==> config.mk <==
export PLATFORM = sky130hd
export DESIGN_NAME = lrp_ctrl
export DESIGN_NICKNAME = d
export VERILOG_FILES = /design/src/rtl/lrp_pkg.sv /design/src/rtl/lrp_ctrl.sv
export SDC_FILE = /design/constraint.sdc
export NUM_CORES = 1
export LEC_CHECK = 0
export BUFFER_PORTS_ARGS = -buffer_cell sky130_fd_sc_hd__buf_2
export CORE_MARGIN = 1.5
export CORE_UTILIZATION = 55
export CTS_BUF_LIST = sky130_fd_sc_hd__clkbuf_4
export CTS_CLUSTER_SIZE = 8
export DETAILED_ROUTE_END_ITERATION = 6
export PLACE_DENSITY = 0.85
export SLEW_MARGIN = 20
export SYNTH_ARGS = -nofsm -noshare
export SYNTH_HDL_FRONTEND = slang
export SYNTH_SLANG_ARGS = --single-unit
==> constraint.sdc <==
create_clock -name clock -period 1.9 [get_ports clock]
set_clock_uncertainty 0.15 [all_clocks]
set_input_delay 0.38 -clock clock [delete_from_list [all_inputs] [get_ports clock]]
set_output_delay 0.38 -clock clock [all_outputs]
set_load 0.05 [all_outputs]
==> src/rtl/lrp_pkg.sv <==
// level rectangle packer package: sizes, controller states, datapath operations,
// level and rectangle records and the shared geometry helpers
// no dependencies
package lrp_pkg;

   localparam int MAX_ITEMS  = 64;
   localparam int MAX_LEVELS = 128;
   localparam int COORD_W    = 16;

   localparam int ITEM_IDX_W = $clog2(MAX_ITEMS);
   localparam int ITEM_CNT_W = $clog2(MAX_ITEMS + 1);
   localparam int LVL_IDX_W  = $clog2(MAX_LEVELS);
   localparam int LVL_CNT_W  = $clog2(MAX_LEVELS + 1);
   localparam int HGT_W      = COORD_W + 1;
   localparam int NUM_W      = 6;

   localparam logic CSR_SHEET_WIDTH  = 1'b0;
   localparam logic CSR_SHEET_HEIGHT = 1'b1;

   typedef enum logic [4:0] {
      S_IDLE, S_INIT, S_SEL_START, S_SEL_RD, S_SEL_CMP, S_PICK,
      S_LV_RD, S_LV_CHK, S_OV_RD, S_OV_CHK, S_PLACE, S_NS_RD, S_NS_CHK,
      S_ADD_START, S_ADD_RD, S_ADD_CHK, S_SL_START, S_SL_RD, S_SL_WR,
      S_FIX_RD, S_FIX_LOAD, S_FX_RD, S_FX_CHK, S_FX_WR, S_EMIT_PL, S_EMIT_NO
   } state_type;

   typedef enum logic [4:0] {
      OP_NONE, OP_STORE, OP_INIT, OP_SEL_CLR, OP_SEL_RD, OP_SEL_CMP, OP_PICK,
      OP_SWAP, OP_LV_RD, OP_LV_CHK, OP_PL_RD, OP_OV_CHK, OP_PLACE,
      OP_SLIDE_STEP, OP_ADD_START, OP_ADD_RD, OP_LV_SHIFT, OP_LV_INS,
      OP_J_CLR, OP_SL_RD, OP_SL_WR, OP_FIX_RD, OP_FIX_LOAD, OP_FIX_WR,
      OP_EMIT_PL, OP_EMIT_NO
   } op_type;

   typedef struct packed {
      op_type op;
   } cmd_type;

   typedef struct packed {
      logic sel_last;
      logic li_end;
      logic fit;
      logic pk_end;
      logic overlap;
      logic lh_ne;
      logic nx_zero;
      logic lv_full;
      logic j_zero;
      logic rd_y_gt;
      logic j_end;
      logic rot;
      logic rank_last;
   } status_type;

   typedef struct packed {
      logic [COORD_W-1:0]      x;
      logic [COORD_W-1:0]      y;
      logic signed [HGT_W-1:0] h;
   } level_type;

   typedef struct packed {
      logic [COORD_W-1:0] x;
      logic [COORD_W-1:0] y;
      logic [COORD_W-1:0] w;
      logic [COORD_W-1:0] h;
   } rect_type;

   typedef struct packed {
      logic [COORD_W-1:0] w;
      logic [COORD_W-1:0] h;
   } item_type;

   // point inside rectangle moves to its right edge
   function automatic logic [COORD_W-1:0] slide_x(input logic [COORD_W-1:0] px,
                                                  input logic [COORD_W-1:0] py,
                                                  input rect_type r);
      logic [COORD_W:0] x_end;
      logic [COORD_W:0] y_end;
      x_end = {1'b0, r.x} + {1'b0, r.w};
      y_end = {1'b0, r.y} + {1'b0, r.h};
      if ((r.x <= px) && ({1'b0, px} < x_end) && (r.y <= py) && ({1'b0, py} < y_end)) begin
         slide_x = x_end[COORD_W-1:0];
      end else begin
         slide_x = px;
      end
   endfunction

   // positive-area overlap of two rectangles
   function automatic logic overlap_of(input rect_type a, input rect_type b);
      logic [COORD_W:0] ax_end;
      logic [COORD_W:0] ay_end;
      logic [COORD_W:0] bx_end;
      logic [COORD_W:0] by_end;
      ax_end = {1'b0, a.x} + {1'b0, a.w};
      ay_end = {1'b0, a.y} + {1'b0, a.h};
      bx_end = {1'b0, b.x} + {1'b0, b.w};
      by_end = {1'b0, b.y} + {1'b0, b.h};
      overlap_of = (a.w != '0) && (b.w != '0) && (a.h != '0) && (b.h != '0) &&
                   ({1'b0, a.x} < bx_end) && ({1'b0, b.x} < ax_end) &&
                   ({1'b0, a.y} < by_end) && ({1'b0, b.y} < ay_end);
   endfunction

endpackage

==> src/rtl/lrp_ctrl.sv <==
// level rectangle packer controller: sequences storing, selection, level scans,
// placement and level upkeep; depends on lrp_pkg
module lrp_ctrl (
   input  logic                clock,
   input  logic                reset,
   input  logic                start,
   input  logic                last_item,
   input  lrp_pkg::status_type status,
   output lrp_pkg::cmd_type    cmd,
   output logic                busy
);
   import lrp_pkg::*;

   state_type state_ff;
   state_type state_in;

   always_ff @(posedge clock) begin
      if (reset) begin
         state_ff <= S_IDLE;
      end else begin
         state_ff <= state_in;
      end
   end

   always_comb begin
      state_in = state_ff;
      cmd.op   = OP_NONE;
      unique case (state_ff)
         S_IDLE: begin
            if (start) begin
               cmd.op = OP_STORE;
               if (last_item) state_in = S_INIT;
            end
         end
         S_INIT: begin
            cmd.op   = OP_INIT;
            state_in = S_SEL_START;
         end
         S_SEL_START: begin
            cmd.op   = OP_SEL_CLR;
            state_in = S_SEL_RD;
         end
         S_SEL_RD: begin
            cmd.op   = OP_SEL_RD;
            state_in = S_SEL_CMP;
         end
         S_SEL_CMP: begin
            cmd.op   = OP_SEL_CMP;
            state_in = status.sel_last ? S_PICK : S_SEL_RD;
         end
         S_PICK: begin
            cmd.op   = OP_PICK;
            state_in = S_LV_RD;
         end
         S_LV_RD: begin
            if (status.li_end) begin
               if (status.rot) begin
                  state_in = S_EMIT_NO;
               end else begin
                  cmd.op = OP_SWAP;
               end
            end else begin
               cmd.op   = OP_LV_RD;
               state_in = S_LV_CHK;
            end
         end
         S_LV_CHK: begin
            cmd.op   = OP_LV_CHK;
            state_in = status.fit ? S_OV_RD : S_LV_RD;
         end
         S_OV_RD: begin
            if (status.pk_end) begin
               state_in = S_PLACE;
            end else begin
               cmd.op   = OP_PL_RD;
               state_in = S_OV_CHK;
            end
         end
         S_OV_CHK: begin
            cmd.op   = OP_OV_CHK;
            state_in = status.overlap ? S_LV_RD : S_OV_RD;
         end
         S_PLACE: begin
            cmd.op = OP_PLACE;
            priority if (!status.lh_ne) state_in = S_SL_START;
            else if (status.nx_zero)    state_in = S_NS_RD;
            else                        state_in = S_ADD_START;
         end
         S_NS_RD: begin
            if (status.pk_end) begin
               state_in = S_ADD_START;
            end else begin
               cmd.op   = OP_PL_RD;
               state_in = S_NS_CHK;
            end
         end
         S_NS_CHK: begin
            cmd.op   = OP_SLIDE_STEP;
            state_in = S_NS_RD;
         end
         S_ADD_START: begin
            if (status.lv_full) begin
               state_in = S_SL_START;
            end else begin
               cmd.op   = OP_ADD_START;
               state_in = S_ADD_RD;
            end
         end
         S_ADD_RD: begin
            if (status.j_zero) begin
               cmd.op   = OP_LV_INS;
               state_in = S_SL_START;
            end else begin
               cmd.op   = OP_ADD_RD;
               state_in = S_ADD_CHK;
            end
         end
         S_ADD_CHK: begin
            if (status.rd_y_gt) begin
               cmd.op   = OP_LV_SHIFT;
               state_in = S_ADD_RD;
            end else begin
               cmd.op   = OP_LV_INS;
               state_in = S_SL_START;
            end
         end
         S_SL_START: begin
            cmd.op   = OP_J_CLR;
            state_in = S_SL_RD;
         end
         S_SL_RD: begin
            if (status.j_end) begin
               state_in = S_FIX_RD;
            end else begin
               cmd.op   = OP_SL_RD;
               state_in = S_SL_WR;
            end
         end
         S_SL_WR: begin
            cmd.op   = OP_SL_WR;
            state_in = S_SL_RD;
         end
         S_FIX_RD: begin
            cmd.op   = OP_FIX_RD;
            state_in = S_FIX_LOAD;
         end
         S_FIX_LOAD: begin
            cmd.op   = OP_FIX_LOAD;
            state_in = S_FX_RD;
         end
         S_FX_RD: begin
            if (status.pk_end) begin
               state_in = S_FX_WR;
            end else begin
               cmd.op   = OP_PL_RD;
               state_in = S_FX_CHK;
            end
         end
         S_FX_CHK: begin
            cmd.op   = OP_SLIDE_STEP;
            state_in = S_FX_RD;
         end
         S_FX_WR: begin
            cmd.op   = OP_FIX_WR;
            state_in = S_EMIT_PL;
         end
         S_EMIT_PL: begin
            cmd.op   = OP_EMIT_PL;
            state_in = status.rank_last ? S_IDLE : S_SEL_START;
         end
         S_EMIT_NO: begin
            cmd.op   = OP_EMIT_NO;
            state_in = status.rank_last ? S_IDLE : S_SEL_START;
         end
         default: begin
            state_in = S_IDLE;
         end
      endcase
   end

   assign busy = (state_ff != S_IDLE);

endmodule

==> metrics.txt, run 1 <==
# TYPE chip_impl_metric gauge
chip_impl_metric{name="post_cts.repair.setup_buffers",unit=""} 9
chip_impl_metric{name="tritoncts.num_buffers",unit=""} 3
chip_impl_metric{name="floorplan.die.height",unit="um"} 44.5
chip_impl_metric{name="io_pins",unit=""} 23
chip_impl_info{name="run_status",value="stopped before the end"} 1
chip_impl_metric{name="clock_sinks",unit=""} 5
chip_impl_metric{name="synth.yosys.warnings",unit=""} 0
chip_impl_metric{name="postSynthCellCount",unit=""} 151
chip_impl_info{name="toolErrorMsg",value="[ERROR DPL-0038] Utilization greater than 100%, impossible to legalize"} 1
chip_impl_metric{name="postSynth.asyncResetShare",unit="%"} 0
chip_impl_metric{name="initial_utilization",unit="%"} 60.7
chip_impl_metric{name="post-dp-hpwl",unit="um"} 3440
chip_impl_metric{name="synth-seq-cells",unit=""} 5
chip_impl_metric{name="synth_enable_flop_cells",unit=""} 0
chip_impl_metric{name="postCtsResizedCells",unit=""} 56
chip_impl_metric{name="syn_avg_cell_area",unit="um2"} 6.26
chip_impl_metric{name="dp_cells",unit=""} 227
chip_impl_metric{name="synth_cell_type_count",unit=""} 41
chip_impl_metric{name="postPlaceCellArea",unit="um2"} 1460
chip_impl_metric{name="cts_max_path_buffers",unit=""} 2
chip_impl_info{name="postSynth.topFlopCell",value="sky130_fd_sc_hd__dfxtp_1"} 1
chip_impl_metric{name="synth_seq_area_share",unit="%"} 10.6
chip_impl_metric{name="total_nets_after_synthesis",unit=""} 168
chip_impl_info{name="last-stage-reached",value="4_1_cts"} 1
chip_impl_metric{name="port_buffers",unit=""} 22
chip_impl_metric{name="htree_num_levels",unit=""} 1
chip_impl_metric{name="die_w",unit="um"} 44.5
chip_impl_info{name="clock_tree.root_cell",value="sky130_fd_sc_hd__clkbuf_4"} 1
chip_impl_metric{name="holdBufCountCts",unit=""} 0
chip_impl_metric{name="synthesis.area",unit="um2"} 946
chip_impl_metric{name="finalWeightedCongestion",unit=""} 1.06
chip_impl_metric{name="core.rowCount",unit=""} 14
per-stage QoR:
step / util [%] / setup slack [ps] / hold WS [ps]
after detailed placement: 93.5 / -348 / 495
after global placement: 93.5 / -165 / 465
after floorplan: - / -9.81 / 330
Yosys cell counts, drive strengths merged, types with 2 or more instances:
library cell	instances	area share (%)
nor3	3	1.6
a21o	2	1.6
o32a	2	2.1
nand2b	4	2.6
buf	11	7.1
a21oi	13	6.9
clkbuf	4	1.6
o22ai	3	2.0
nor3b	2	1.6
nand3	5	2.6
nand2	15	6.0
dfxtp	5	11
o211ai	5	4.0
nor2b	4	2.6
o21ai	11	5.8
a31oi	8	5.3
a32oi	2	1.9
o32ai	3	2.8
a221oi	2	1.9
nor2	19	7.5
a22oi	3	2.9
o221ai	2	1.9
inv	6	2.4
o31ai	2	1.6
nand3b	2	1.6
cell families after synthesis:
family,count (synthesis),synth area share (%)
AOI/OAI and AO/OA,66,48.1
and+or+nand+nor,58,29.2
buffers and inverters,21,11.1
DFF,5,10.6
xor gates and xnor gates,1,0.926
==> run 2: changes to the inputs <==
--- a/config.mk
+++ b/config.mk
@@ -6,12 +6,10 @@
 export NUM_CORES = 1
 export LEC_CHECK = 0
 export BUFFER_PORTS_ARGS = -buffer_cell sky130_fd_sc_hd__buf_2
-export CORE_MARGIN = 1.5
-export CORE_UTILIZATION = 55
-export CTS_BUF_LIST = sky130_fd_sc_hd__clkbuf_4
-export CTS_CLUSTER_SIZE = 8
+export CORE_AREA = 2 2 63 65
 export DETAILED_ROUTE_END_ITERATION = 6
-export PLACE_DENSITY = 0.85
+export DIE_AREA = 0 0 65 67
+export PLACE_DENSITY_LB_ADDON = 0.15
 export SLEW_MARGIN = 20
 export SYNTH_ARGS = -nofsm -noshare
 export SYNTH_HDL_FRONTEND = slang
==> run 2 against run 1 <==
Against the previous run:
- the flow now finishes, with violations (negative setup slack)
- synthesized cell count unchanged
- area after synthesis unchanged
==> metrics.txt, run 2 <==
# TYPE chip_impl_metric gauge
chip_impl_metric{name="htree_num_levels",unit=""} 1
chip_impl_info{name="register_name_with_the_most_flops",value="state_ff"} 1
chip_impl_metric{name="timing_worst_slew_pin_value",unit="ps"} 455
chip_impl_metric{name="grt_start_max_net_pins",unit=""} 16
chip_impl_metric{name="finalWeightedCongestion",unit=""} 0.902
chip_impl_metric{name="grt_pass1_wl",unit="um"} 7190
chip_impl_info{name="hold_start",value="reset"} 1
chip_impl_metric{name="sequentialPowerShare",unit="%"} 10.9
chip_impl_metric{name="drt_pre_antenna_iters",unit=""} 4
chip_impl_info{name="clock_tree.root_cell",value="sky130_fd_sc_hd__clkbuf_8"} 1
chip_impl_metric{name="detail_route.wl_per_cell",unit="um"} 16.2
chip_impl_info{name="rsz0062_at_grt",value="true"} 1
chip_impl_info{name="worst_setup_sp_type",value="register"} 1
chip_impl_metric{name="core.rowCount",unit=""} 22
chip_impl_info{name="hp-class",value="in -> reg"} 1
chip_impl_metric{name="via_per_inst",unit=""} 5.46
chip_impl_metric{name="p_switching",unit="uW"} 976
chip_impl_metric{name="total_nets_after_synthesis",unit=""} 168
chip_impl_metric{name="cts.clk_slew.worst_paths",unit="ps"} 30
chip_impl_metric{name="finalWorstPathRequiredPeriod",unit="ps"} 2160
chip_impl_metric{name="drt_first_iter_violations",unit=""} 88
chip_impl_metric{name="synth_cell_type_count",unit=""} 41
chip_impl_metric{name="grt_remaining_overflow",unit=""} 0
chip_impl_metric{name="fin_nets",unit=""} 243
chip_impl_metric{name="antenna_left",unit=""} 0
chip_impl_metric{name="tritoncts.num_buffers",unit=""} 3
chip_impl_info{name="tritoncts",value="yes"} 1
chip_impl_info{name="postSynth.topFlopCell",value="sky130_fd_sc_hd__dfxtp_1"} 1
chip_impl_metric{name="number_of_antenna_violations_at_the_first_check_in_global_routing",unit=""} 0
chip_impl_metric{name="worstPathRequired",unit="ps"} 1370
chip_impl_metric{name="postSynthCellCount",unit=""} 151
chip_impl_metric{name="synth-seq-cells",unit=""} 5
chip_impl_metric{name="comb_power_share",unit="%"} 78.8
chip_impl_metric{name="clock_sinks",unit=""} 5
chip_impl_metric{name="postPlaceCellArea",unit="um2"} 1510
chip_impl_metric{name="cts_max_path_buffers",unit=""} 2
chip_impl_metric{name="finalWirelength",unit="um"} 4420
chip_impl_metric{name="power.share.switching",unit="%"} 48.6
chip_impl_metric{name="tns",unit="ps"} -1210
chip_impl_metric{name="maxSlewViolCount",unit=""} 0
chip_impl_info{name="failed_checks",value="negative setup slack"} 1
chip_impl_metric{name="antennaDiodeCount",unit=""} 0
chip_impl_metric{name="setup_viol",unit=""} 6
chip_impl_info{name="most_common_cell_after_layout_fill_and_taps_aside",value="sky130_fd_sc_hd__buf_4"} 1
chip_impl_info{name="layout_common_cells",value="52 x sky130_fd_sc_hd__buf_4, 17 x sky130_fd_sc_hd__buf_2, 14 x sky130_fd_sc_hd__nor2_1"} 1
chip_impl_metric{name="die_w",unit="um"} 65
chip_impl_metric{name="netlist.area_leader.share",unit="%"} 10.6
chip_impl_metric{name="share_of_final_layout_standard_cells_stronger_than_drive_strength_1",unit="%"} 55.1
chip_impl_metric{name="worst-endpoint-arrival",unit="ps"} 1630
chip_impl_metric{name="port_buffers",unit=""} 22
chip_impl_metric{name="initial_utilization",unit="%"} 26.2
chip_impl_metric{name="period_share",unit="%"} 114
chip_impl_info{name="reg2reg_from",value="state_ff[2]$_SDFFE_PP0P_"} 1
chip_impl_metric{name="fillerInstances",unit=""} 362
chip_impl_info{name="timing.setup.critical_path_class",value="reg -> out"} 1
chip_impl_metric{name="postSynth.asyncResetShare",unit="%"} 0
chip_impl_metric{name="synth.yosys.warnings",unit=""} 0
chip_impl_metric{name="max_transition_margin",unit="%"} 69.6
chip_impl_metric{name="synthesis.area",unit="um2"} 946
chip_impl_metric{name="flow.area_growth_from_synthesis",unit="%"} 95.5
chip_impl_metric{name="holdBufCountCts",unit=""} 0
chip_impl_metric{name="detailroute.via_count",unit=""} 1490
chip_impl_metric{name="first_global_vias",unit=""} 1488
chip_impl_metric{name="max_clock_freq",unit="MHz"} 462
chip_impl_metric{name="largest_register_ff_count",unit=""} 5
chip_impl_metric{name="io_pins",unit=""} 23
chip_impl_metric{name="remaining_drc_errors",unit=""} 0
chip_impl_metric{name="critPathMaxFanout",unit=""} 6
chip_impl_info{name="synth.cells.most_frequent",value="19 x sky130_fd_sc_hd__nor2_1, 15 x sky130_fd_sc_hd__nand2_1, 13 x sky130_fd_sc_hd__a21oi_1, 10 x sky130_fd_sc_hd__o21ai_0, 9 x sky130_fd_sc_hd__buf_2"} 1
chip_impl_metric{name="synth_enable_flop_cells",unit=""} 0
chip_impl_info{name="run_status",value="complete, but fails checks"} 1
chip_impl_metric{name="vdd_ir_drop_max",unit="uV"} 393
chip_impl_metric{name="power-per-cell-area",unit="nW/um2"} 1080
chip_impl_metric{name="fin_hold_viols",unit=""} 0
chip_impl_metric{name="floorplan.core_area",unit="um2"} 3610
chip_impl_metric{name="p_int",unit="mW"} 1.03
chip_impl_info{name="post-synth-top-area-cell",value="sky130_fd_sc_hd__dfxtp_1"} 1
chip_impl_info{name="post_synth_main_area_contributors",value="sky130_fd_sc_hd__dfxtp_1 11%, sky130_fd_sc_hd__nor2_1 7.5%, sky130_fd_sc_hd__a21oi_1 6.9%"} 1
chip_impl_metric{name="syn_avg_cell_area",unit="um2"} 6.26
chip_impl_metric{name="die_area",unit="um2"} 4360
chip_impl_info{name="worst_setup_path_startpoint",value="state_ff[2]$_SDFFE_PP0P_"} 1
chip_impl_info{name="reg_top3",value="state_ff: 5 flops"} 1
chip_impl_metric{name="grt.total_usage",unit="%"} 21.5
chip_impl_metric{name="synth_seq_area_share",unit="%"} 10.6
chip_impl_metric{name="fin_ws",unit="ps"} -263
chip_impl_metric{name="post-dp-hpwl",unit="um"} 3350
chip_impl_info{name="synth_most_common_cell",value="sky130_fd_sc_hd__nor2_1"} 1
chip_impl_metric{name="p_leak",unit="nW"} 0.779
chip_impl_metric{name="power_frac_clock",unit="%"} 10.3
chip_impl_metric{name="clock_latency",unit="ps"} 230
chip_impl_metric{name="maxCapViolCount",unit=""} 0
chip_impl_metric{name="floorplan.die.height",unit="um"} 67
chip_impl_info{name="worst_setup_path_end_kind",value="primary output"} 1
chip_impl_metric{name="finish.instance_area",unit="um2"} 1850
[run 2: cell counts after synthesis]
No cell type changed its count.
[run 2: final timing paths]
| path | endpoint | slack [ps] | cells after the start |
|---|---|---|---|
| worst max-delay path | cmd[1] | -260 | 7 |
| worst min-delay path | state_ff[1]$_SDFFE_PP0P_ | 250 | 2 |
| worst max register to register | state_ff[2]$_SDFFE_PP0P_ | 40 | 9 |
| worst min register to register | state_ff[0]$_SDFFE_PP0P_ | 590 | 4 |
[run 2: area by class of cell]
| class | instances | area [um2] | share of cell area [%] |
|---|---|---|---|
| repair buffers | 85 | 677 | 36.6 |
| flip-flops and latches | 5 | 116 | 6.29 |
| multi-input cells | 125 | 928 | 50.2 |
| well taps | 48 | 60.1 | 3.25 |
| clock buffers | 4 | 45.0 | 2.44 |
| inverters | 6 | 22.5 | 1.22 |
[run 2: logic make-up (layout without fill, tap and decap cells)]
family          Yosys count  in the layout  synth area share (%)
buf+inv                  21             95                  11.1
compound gates           66             66                  48.1
xor+xnor                  1              1                 0.926
flops                     5              5                  10.6
simple gates             58             58                  29.2
[run 2: critical path, cell delays in order, from the launching register on]
cell,delay [ps]
sky130_fd_sc_hd__dfxtp_4,350
sky130_fd_sc_hd__buf_12,130
sky130_fd_sc_hd__buf_8,120
sky130_fd_sc_hd__a32oi_2,150
sky130_fd_sc_hd__o21ai_1,100
sky130_fd_sc_hd__a21oi_2,240
sky130_fd_sc_hd__o221ai_4,140
sky130_fd_sc_hd__buf_6,170
[run 2: layer usage]
layer | global-route usage, % | vias up | routed length [um]
met4 | 10.1 | 0 | 103
met1 | 27.4 | 709 | 1880
met3 | 1.69 | 9 | 198
met2 | 36.5 | 50 | 2240
li1 | - | 722 | -
met5 | 0 | - | 0
[run 2: stage by stage]
stage | worst slack [ps] | cells | hold slack, ps | utilization (%) | total power [mW]
after global routing | -322 | 273 | 256 | 51.3 | 2.12
after global placement | -303 | 259 | 488 | 41.9 | 1.51
after CTS | -318 | 269 | 258 | 48.0 | 1.86
final | -263 | 273 | 246 | 51.3 | 2.01
after detailed placement | -332 | 259 | 497 | 41.9 | 1.52
after floorplan | -9.81 | 151 | 330 | - | 1.00
[run 2: power groups by stage]
| stage | Clock (mW) | Sequential, mW | Combinational [mW] |
|---|---|---|---|
| after global routing | 0.210 | 0.224 | 1.69 |
| after global placement | 0 | 0.204 | 1.31 |
| after floorplan | 0 | 0.139 | 0.864 |
| final | 0.206 | 0.219 | 1.58 |
| after CTS | 0.203 | 0.217 | 1.44 |
| after detailed placement | 0 | 0.205 | 1.31 |
[run 2: timing repair]
action,in CTS,in global routing
resized for setup,43,17
setup buffers,7,4
setup endpoints to repair,9,9
pin swaps,9,14
No activity file was read; power rests on OpenSTA's default activity.
